[src/design/dfk_pkg.sv]
// Shared types, constants and helpers for the delta forward kinematics block.
`default_nettype none

package dfk_pkg;

   localparam int POS_W       = 27;   // positions, heights, effector coordinates
   localparam int ARM_W       = 26;   // rod length
   localparam int DIFF_W      = POS_W + 1;
   localparam int MUL_W       = 32;   // multiplier operand width
   localparam int ACC_W       = 64;   // products and sums
   localparam int UNIT_BITS   = 30;   // fraction bits of the unit axes
   localparam int PROJ_W      = 30;
   localparam int DIST_W      = 28;
   localparam int VLEN_W      = 30;
   localparam int STEP_W      = 4;
   localparam int QUEUE_DEPTH = 4;
   localparam int QPTR_W      = $clog2(QUEUE_DEPTH);
   localparam int CSR_AW      = 5;
   localparam int CSR_DW      = 32;
   localparam int REQ_TDATA_W = ((3 * POS_W + 7) / 8) * 8;
   localparam int RSP_TDATA_W = ((3 * POS_W + 7) / 8) * 8;

   localparam logic signed [ACC_W-1:0] HALF_UNIT = 64'sd1 <<< (UNIT_BITS - 1);
   localparam logic signed [ACC_W-1:0] POS_MAX   = (64'sd1 <<< (POS_W - 1)) - 64'sd1;
   localparam logic signed [ACC_W-1:0] POS_MIN   = -(64'sd1 <<< (POS_W - 1));

   typedef enum logic [1:0] {
      ST_OK          = 2'd0,
      ST_UNREACHABLE = 2'd1,
      ST_DEGENERATE  = 2'd2
   } status_type;

   typedef enum logic [2:0] {
      REG_TOWER_A_X  = 3'd0,
      REG_TOWER_A_Y  = 3'd1,
      REG_TOWER_B_X  = 3'd2,
      REG_TOWER_B_Y  = 3'd3,
      REG_TOWER_C_X  = 3'd4,
      REG_TOWER_C_Y  = 3'd5,
      REG_ARM_LENGTH = 3'd6
   } reg_index_type;

   typedef enum logic [3:0] {
      BK_IDLE, BK_DSQ, BK_SQ_DIST, BK_UDIV, BK_PROJ, BK_VRAW, BK_VSQ, BK_SQ_VLEN,
      BK_VDIV, BK_CROSS, BK_NUM, BK_YDIV, BK_ZSQ, BK_SQ_Z, BK_RES, BK_DONE
   } back_state_type;

   typedef struct packed {
      logic signed [POS_W-1:0] a_x;
      logic signed [POS_W-1:0] a_y;
      logic signed [POS_W-1:0] b_x;
      logic signed [POS_W-1:0] b_y;
      logic signed [POS_W-1:0] c_x;
      logic signed [POS_W-1:0] c_y;
      logic        [ARM_W-1:0] arm;
   } geom_type;

   typedef struct packed {
      logic signed [DIFF_W-1:0] ab_x;
      logic signed [DIFF_W-1:0] ab_y;
      logic signed [DIFF_W-1:0] ab_z;
      logic signed [DIFF_W-1:0] ac_x;
      logic signed [DIFF_W-1:0] ac_y;
      logic signed [DIFF_W-1:0] ac_z;
      logic signed [POS_W-1:0]  height_a;
   } item_type;

   typedef struct packed {
      logic     valid;
      item_type item;
   } link_type;

   typedef struct packed {
      logic signed [POS_W-1:0] x;
      logic signed [POS_W-1:0] y;
      logic signed [POS_W-1:0] z;
      status_type              status;
   } result_type;

   // round half up, then drop the unit fraction bits
   function automatic logic signed [ACC_W-1:0] rnd_unit(input logic signed [ACC_W-1:0] v);
      logic signed [ACC_W-1:0] t;
      t = v + HALF_UNIT;
      return t >>> UNIT_BITS;
   endfunction

endpackage

`default_nettype wire

[src/design/dfk_front.sv]
// Front end: takes carriage heights, forms the tower-to-tower vectors, queues items.
`default_nettype none

module dfk_front
   import dfk_pkg::*;
(
   input  logic                    clock,
   input  logic                    reset,
   input  geom_type                geom,
   input  logic                    req_valid,
   output logic                    req_ready,
   input  logic signed [POS_W-1:0] carriage_a,
   input  logic signed [POS_W-1:0] carriage_b,
   input  logic signed [POS_W-1:0] carriage_c,
   output link_type                q_link,
   input  logic                    q_ready
);

   item_type            mem_ff [QUEUE_DEPTH];
   item_type            item_in;
   logic [QPTR_W-1:0]   wr_ptr_ff, wr_ptr_in;
   logic [QPTR_W-1:0]   rd_ptr_ff, rd_ptr_in;
   logic [QPTR_W:0]     count_ff, count_in;
   logic                push, pop;

   always_comb begin
      item_in.ab_x     = DIFF_W'(geom.b_x) - DIFF_W'(geom.a_x);
      item_in.ab_y     = DIFF_W'(geom.b_y) - DIFF_W'(geom.a_y);
      item_in.ab_z     = DIFF_W'(carriage_b) - DIFF_W'(carriage_a);
      item_in.ac_x     = DIFF_W'(geom.c_x) - DIFF_W'(geom.a_x);
      item_in.ac_y     = DIFF_W'(geom.c_y) - DIFF_W'(geom.a_y);
      item_in.ac_z     = DIFF_W'(carriage_c) - DIFF_W'(carriage_a);
      item_in.height_a = carriage_a;
   end

   assign req_ready    = (count_ff != (QPTR_W + 1)'(QUEUE_DEPTH));
   assign push         = req_valid && req_ready;
   assign q_link.valid = (count_ff != '0);
   assign q_link.item  = mem_ff[rd_ptr_ff];
   assign pop          = q_link.valid && q_ready;

   always_comb begin
      wr_ptr_in = push ? wr_ptr_ff + 1'b1 : wr_ptr_ff;
      rd_ptr_in = pop ? rd_ptr_ff + 1'b1 : rd_ptr_ff;
      count_in  = count_ff;
      if (push && !pop) begin
         count_in = count_ff + 1'b1;
      end else if (pop && !push) begin
         count_in = count_ff - 1'b1;
      end
   end

   always_ff @(posedge clock) begin
      if (reset) begin
         wr_ptr_ff <= '0;
         rd_ptr_ff <= '0;
         count_ff  <= '0;
      end else begin
         wr_ptr_ff <= wr_ptr_in;
         rd_ptr_ff <= rd_ptr_in;
         count_ff  <= count_in;
      end
   end

   always_ff @(posedge clock) begin
      if (push) begin
         mem_ff[wr_ptr_ff] <= item_in;
      end
   end

endmodule

`default_nettype wire

[config.mk]
export PLATFORM = sky130hd
export DESIGN_NAME = dfk_front
export DESIGN_NICKNAME = d
export VERILOG_FILES = /design/src/design/dfk_pkg.sv /design/src/design/dfk_front.sv
export SDC_FILE = /design/constraint.sdc
export NUM_CORES = 1
export LEC_CHECK = 0
export BUFFER_PORTS_ARGS = -buffer_cell sky130_fd_sc_hd__buf_2
export CAP_MARGIN = 20
export CORE_MARGIN = 4
export CORE_UTILIZATION = 40
export DETAILED_ROUTE_END_ITERATION = 8
export PLACE_DENSITY_LB_ADDON = 0.3
export SYNTH_ARGS = -nofsm -noshare
export SYNTH_HDL_FRONTEND = slang
export SYNTH_SLANG_ARGS = --single-unit
[constraint.sdc]
create_clock -name clock -period 8.6 [get_ports clock]
set_input_delay 1.72 -clock clock [delete_from_list [all_inputs] [get_ports clock]]
set_output_delay 1.72 -clock clock [all_outputs]
set_load 0.01 [all_outputs]
# Word-level counts from Yosys, hierarchy flattened
# Memories as Yosys holds them, arrays and structs flattened. A register that Yosys moved wholly into a read port is not among the register bits.
# Index checks and enable logic that the tools add are counted.
# word_totals
ram_bits	780
reg_bits	7
in_bits	273
output_inout_bits	197
memories	1
# op_classes
eq_ne	1
reduce_logical	8
muxes	6
add_sub_neg	10
# memory_table
memory	depth	width	rd	rd_ports_with_merged_regs	write_ports	line_no	rtl
mem_ff	4	195	1	1	1	dfk_front.sv:19	item_type mem_ff [QUEUE_DEPTH];
# op_table
op	count
27-bit by 27-bit subtractor with 28-bit output	6
3-bit two-way mux	2
2-bit by 1-bit adder with 2-bit output, second input constant	2
1-bit logical AND	4
2-bit two-way mux	2
3-bit by 1-bit adder with 3-bit output, second input constant	1
3-bit inequality test, second input constant	1
3-bit nonzero test	1
3-bit by 1-bit subtractor with 3-bit output, second input constant	1
1-bit zero test	2
1-bit two-way mux	2
2-bit nonzero test	1

# Depth between registers and ports, before layout
# Gate-level depths: netlist of run 1.
# logic_depth
word_depth	6
mapped_depth	12
depth_no_buf	12

# Worst setup path after synthesis of run 1
# No wires, ideal clock.
# synth_timing
path_type	in2reg
start	in req_valid
end	mem mem_ff[0][0] (netlist name) (enable)
stages	1
arrival_time_ns	6.226
path_buffers	0
required_time_ns	8.020
slack_ns	1.793
setup_time_ns	0.580
cell_sequence	and3_1
# synth_via
elab_chain_len	3
# synth_lines
item	line_no	rtl
from (decl)	dfk_front.sv:10	input logic req_valid,
1-bit logical AND	dfk_front.sv:37	assign push = req_valid && req_ready;
1-bit two-way mux	dfk_front.sv:66	if (push) begin
1-bit two-way mux (not written as such)	dfk_front.sv:67	mem_ff[wr_ptr_ff] <= item_in;
to (decl)	dfk_front.sv:19	
# No other way between the ends.

==> impl_metrics.csv, run 1 <==
group,metric,value,unit
clocking,cts-root-buf,"clkbuf_16",
route,routedWlPerCell,22.27,um
synth,ys_async_sr_fraction,0,%
route,ant_nets,0,
grt,grt_max_degree,108,
synth,synth_fp_nets,2708,
placed_design,io_buffers,443,
placed_design,placed_cells,3836,
min_path,hp-class,"register to register",
finish,drive_above_1_share,28.11,%
route,drt_wl_total,89110,um
route,firstDrtPassIters,5,
setup_path,cp-end-kind,"output pin",
synth,yosys_most_used_dff,"edfxtp_1",
grt,gr-max-usage-layer,"met2",
setup_path,cp_max_fo,104,
finish,synthToLayoutAreaGrowth,17.76,%
sta,max_slew_margin,29.32,%
die,ios,470,
clocking,tritoncts,"built",
sta,clock_skew,19.38,ps
setup_path,arrival,3360,ps
placed_design,gp_congestion,0.9079,
clocking,clk_pin_slew_worst_paths,60,ps
grt,met1_usage,23.14,%
clocking,cts_setup_buffers,0,
sta,finalWorstSetupSlack,3524,ps
synth,synth_seq_cells,789,
sta,totalNegativeSetupSlack,0,ps
grt,grtUsageMet2,30.75,%
finish,stdcell_area,43090,sq um
clocking,clk_latency,650,ps
die,die_w,310.5,um
clocking,cts_made_buffers,87,
sta,tightest_slew,1060,ps
synth,ys_seq_area_share,64.50,%
sta,hold_slack,517.3,ps
die,start_util,40.47,%
finish,layout.nets,3197,
sta,timing.final.crit_share,59.02,%
synth,yosys.cell_types.count,69,
sta,setup_viol,0,
die,die_y,310.5,um
synth,avgSynthCellArea,16.19,sq um
die,rows,110,
pwr,p_leak,15.76,nW
sta,fmaxAchievable,197.0,MHz
grt,grt_use_met3,3.274,%
route,num_vias,21740,
setup_path,start_kind,"register",
grt,antenna_found_initial,9,
clocking,cts_sinks,789,
synth,yosysWarnings,0,
sta,layout_min_cycle_time,5076,ps
pwr,irDropWorstVdd,0.0002351,V
placed_design,dpl-instance-area,40270,sq um
die,die-area,96390,sq um
route,drt_iter0_drc,1521,
outcome,status,"complete, no violations",
setup_path,crit_type,"register to output pin",
clocking,ctsResizeCount,0,
pwr,powerDensity,275.1,nW/um^2
sta,drv_slew,0,
finish,final_cells,4002,
grt,grt_use_total,18.03,%
sta,rsz0062_at_grt,"false",
clocking,cts_buffer_depth,3,
clocking,cts_hold_buf,0,
grt,grt_pass1_wl,131800,um
grt,grt_pass1_vias,22220,
sta,hold_viol_final,0,
synth,synth_edf_count,780,
route,route.detailed.drc,0,
flow_run,drv_cap,0,
clocking,htreeDepth,3,
placed_design,place_hpwl,60430,um
placed_design,dp_slack,2990,ps
grt,grt_overflow,0,
synth,synthCells,2261,
die,core,90420,sq um
route,vias_per_cell,5.431,
setup_path,required,6880,ps
synth,syn_area,36600,sq um
-- metal layers --
layer / share of wire (%) / vias to the layer above / wire length [um]
met2: 50 / 683 / 44660
met1: 41 / 10940 / 36690
met5: 0 / - / 0
met4: 3.0 / 0 / 2663
met3: 5.7 / 135 / 5095
li1: - / 9978 / -
-- per-stage QoR --
step | utilization [%] | power, mW
2_1_floorplan | - | 7.191
3_3_place_gp | 44.53 | 8.325
3_5_place_dp | 44.53 | 8.399
4_1_cts | 47.62 | 12.04
5_1_grt | 47.66 | 12.44
6_report | 47.66 | 11.85
-- layout make-up --
cell class	instances	area [sq um]
diodes	8	20.02
clock buffers	106	2248
clock inverters	51	545.5
fillers	7761	47330
inverters	139	521.8
multi-input cells	1272	12260
flip-flops and latches	789	23610
well taps	1176	1471
repair buffers	461	2416
-- registers in the layout, indices dropped and copies added, names as in the netlist, named ones only --
signal     flops
mem_ff       780
wr_ptr_ff      2
count_ff       3
rd_ptr_ff      2
-- worst max-delay path: stages (launching register included) --
cell,delay [ps]
dfxtp_4,920
buf_12,610
mux4_2,740
buf_2,190
-- kinds of logic (layout without fill, tap and decap cells) --
| family | count (synthesis) | after routing | share of synthesized area [%] |
|---|---|---|---|
| xor+xnor | 132 | 132 | 3.159 |
| simple gates | 323 | 323 | 4.260 |
| other cells | 0 | 8 | 0 |
| flops | 789 | 789 | 64.50 |
| mux | 200 | 200 | 12.14 |
| buf+inv | 200 | 757 | 2.055 |
| fa+ha+maj | 174 | 174 | 6.093 |
| compound gates | 443 | 443 | 7.795 |
-- layout by cell type, fill, tap and decap left out, drive strengths merged, types with 15 or more instances in the layout --
cell and count:
o211ai 15, clkinv 32, nand2 68, o21a 35
clkbuf 106, buf 460, ha 167, nor2b 25
o21ai 85, nand3 32, a21oi 133, xor2 42
a21o 70, nor2 99, edfxtp 780, xnor2 90
and3 20, mux4 195, nor3 24, inv 147
-- power by group --
group	internal [mW]	switching (mW)	total (mW)
Combinational	1.35	1.84	3.19
Clock	2.07	1.53	3.60
Sequential	4.91	0.155	5.06
-- synthesized netlist by cell type, types with 10 or more instances --
cell	n	area share (%)
edfxtp_1	780	64
mux4_2	195	12
ha_1	167	5.7
inv_1	138	1.4
a21oi_1	133	1.8
nor2_1	99	1.0
xnor2_1	90	2.2
a21o_1	70	1.4
nand2_1	68	0.70
o21ai_0	46	0.63
xor2_1	42	1.0
o21ai_1	39	0.53
clkbuf_1	36	0.37
o21a_1	35	0.72
nand3_1	32	0.44
buf_1	24	0.25
nor2b_1	24	0.41
nor3_1	24	0.33
and3_1	20	0.34
o211ai_1	15	0.31
a211oi_1	13	0.27
nand2b_1	12	0.21
nand4_1	12	0.21
o31ai_1	11	0.23
a31oi_1	10	0.17
o31a_1	10	0.24
-- path summary, 6_finish.rpt --
kind / start / to / slack (ps) / cells after the start
hold reg to reg: count_ff[2] / count_ff[2] / 520 / 2
setup reg to reg: count_ff[0] / mem_ff[0][159] / 5770 / 4
hold / removal: count_ff[2] / count_ff[2] / 520 / 2
setup / recovery: register / q_link[28] / 3520 / 3
No activity file was read; power rests on OpenSTA's default activity.
==> run 2, diff against run 1 <==
==> constraint.sdc (replaced) <==
create_clock -name clock -period 4.9 [get_ports clock]
set_input_delay 0.98 -clock clock [delete_from_list [all_inputs] [get_ports clock]]
set_output_delay 0.98 -clock clock [all_outputs]
set_load 0.01 [all_outputs]
==> run 2 against run 1 <==
Net effect:
- die area unchanged
- global-route usage is 0.30 points higher
- combinational power rose by 80%
- non-clock buffer count grew 14
- via count increased by 0.85%
- critical path depth is 10 higher
- register-to-register slack got worse by 3300 ps
- final area is 0.84% higher
- clock skew increased by 10 ps
- routed wire length up 0.63%
- critical endpoint is now mem_ff[2][191]
- largest cell class unchanged
- largest power group unchanged
==> impl_metrics.csv, run 2 (synthesis gave the netlist of run 1 again) <==
group,metric,value,unit
pwr,finalPower,21.17,mW
route,num_vias,21920,
die,core,90420,sq um
clocking,clk_latency,650,ps
setup_path,arrival,4210,ps
finish,nFillCells,7755,
sta,layout_min_cycle_time,3828,ps
sta,clock_skew,29.68,ps
pwr,switchingPower,6.185,mW
finish,synthToLayoutAreaGrowth,18.75,%
finish,layout.nets,3211,
die,die_w,310.5,um
clocking,htreeDepth,3,
setup_path,crit_top_cell,"nor4_1",
pwr,clockPowerShare,31.0,%
sta,finalWorstSetupSlack,1072,ps
finish,reg_top3,"mem_ff x780, count_ff x3",
pwr,pwr-share-comb,27.1,%
die,die_y,310.5,um
clocking,cts_sinks,789,
sta,max_slew_margin,36.08,%
setup_path,required,5280,ps
route,drt_iter0_drc,1494,
sta,setup_viol,0,
placed_design,io_buffers,443,
pwr,pwr-share-seq,41.9,%
clocking,ctsResizeCount,0,
sta,tightest_slew,958.9,ps
grt,grt_use_total,18.33,%
min_path,hp-class,"register to register",
setup_path,max_stage_delay,500,ps
die,start_util,40.47,%
finish,regMostFlops,"mem_ff",
grt,grt_pass1_vias,22670,
die,ios,470,
pwr,powerDensity,487.3,nW/um^2
placed_design,dp_slack,304.0,ps
clocking,cts_buffer_depth,3,
outcome,status,"complete, no violations",
finish,largest_register_ffs,780,
placed_design,dpl-instance-area,40510,sq um
clocking,cts_setup_buffers,0,
route,routedWlPerCell,22.29,um
placed_design,place_hpwl,63100,um
placed_design,gp_congestion,0.9322,
sta,drv_slew,0,
clocking,clk_pin_slew_worst_paths,60,ps
setup_path,r2r_setup_slack,2500,ps
die,rows,110,
route,route.detailed.drc,0,
sta,timing.final.crit_share,78.13,%
clocking,cts_hold_buf,0,
finish,final_common_cell,"edfxtp_1",
grt,grt_overflow,0,
setup_path,cp-end-kind,"register",
pwr,p_int,14.99,mW
setup_path,cp_max_fo,4,
clocking,cts_made_buffers,87,
pwr,swShare,29.21,%
grt,grt_pass1_wl,134700,um
setup_path,cpMaxStageDelayCell,"nor4_1",
setup_path,crit_type,"input pin to register",
sta,fmaxAchievable,261.2,MHz
sta,rsz0062_at_grt,"false",
sta,hold_viol_final,0,
route,vias_per_cell,5.450,
flow_run,drv_cap,0,
finish,final_cell_mix,"edfxtp_1, buf_2, mux4_2, ha_1, inv_1",
pwr,irDropWorstVdd,0.0002949,V
grt,grt_max_degree,93,
finish,drive_above_1_share,28.59,%
die,die-area,96390,sq um
route,ant_nets,0,
clocking,tritoncts,"built",
route,firstDrtPassIters,5,
route,drt_wl_total,89670,um
finish,stdcell_area,43460,sq um
clocking,cts-root-buf,"clkbuf_16",
grt,antenna_found_initial,16,
pwr,p_leak,15.92,nW
setup_path,crit_chain,"buf_2 -> inv_1 -> ha_1 -> fa_1 -> nor2b_1 -> nor3_1 -> o31ai_1 -> a21o_1 -> a41oi_1 -> a211oi_1 -> a22o_1 -> nor4_1 -> nor4_1",
sta,totalNegativeSetupSlack,0,ps
setup_path,start_kind,"input pin",
[run 2: routing by layer]
| layer | vias to the layer above | part of all wire (%) | global-route usage, % |
|---|---|---|---|
| met4 | 0 | 3.7 | 7.040 |
| li1 | 10010 | - | - |
| met3 | 180 | 6.1 | 3.866 |
| met2 | 697 | 49 | 30.50 |
| met1 | 11040 | 41 | 23.79 |
| met5 | - | 0 | 0 |
[run 2: layout make-up]
type	count	area [sq um]	share of cell area, %
Multi-Input combinational cell	1272	12260	28.21
Timing Repair Buffer	475	2645	6.087
Clock inverter	50	618.1	1.422
Tap cell	1176	1471	3.386
Inverter	139	521.8	1.201
Clock buffer	108	2296	5.283
Sequential cell	789	23610	54.33
Antenna cell	13	32.53	0.07486
[run 2: power groups by stage]
stage               clock network [mW]  logic [mW]  registers [mW]
floorplan                            0        3.62            8.91
global placement                     0        5.77            8.96
detailed placement                   0        5.85            9.02
CTS                               6.77        5.88            8.88
global route                      7.05        6.22            8.94
finish                            6.57        5.74            8.86
[run 2: metrics by stage]
step                      hold WS, ps  util (%)  instances
after floorplan                 466.4         -       2261
after global placement          475.2     44.80       3851
after global routing            513.4     48.05       4021
after CTS                       500.6     48.02       4009
final                           542.2     48.06       4022
after detailed placement        520.5     44.80       3851
[run 2: final timing paths]
| kind | depth (start not counted) | endpoint | startpoint |
|---|---|---|---|
| worst max-delay path | 13 | mem_ff[2][191] | geom[107] |
| worst min-delay path | 2 | rd_ptr_ff[1] | rd_ptr_ff[1] |
| worst max register to register | 9 | count_ff[2] | count_ff[0] |
| worst min register to register | 2 | rd_ptr_ff[1] | rd_ptr_ff[1] |
[run 2: critical path: cells and delay by family]
family,cells,cell delay [ps]
AO/OA/AOI/OAI,5,1540
adder cells (fa/ha/maj),2,620
buffers and inverters,2,110
AND/OR/NAND/NOR,4,950
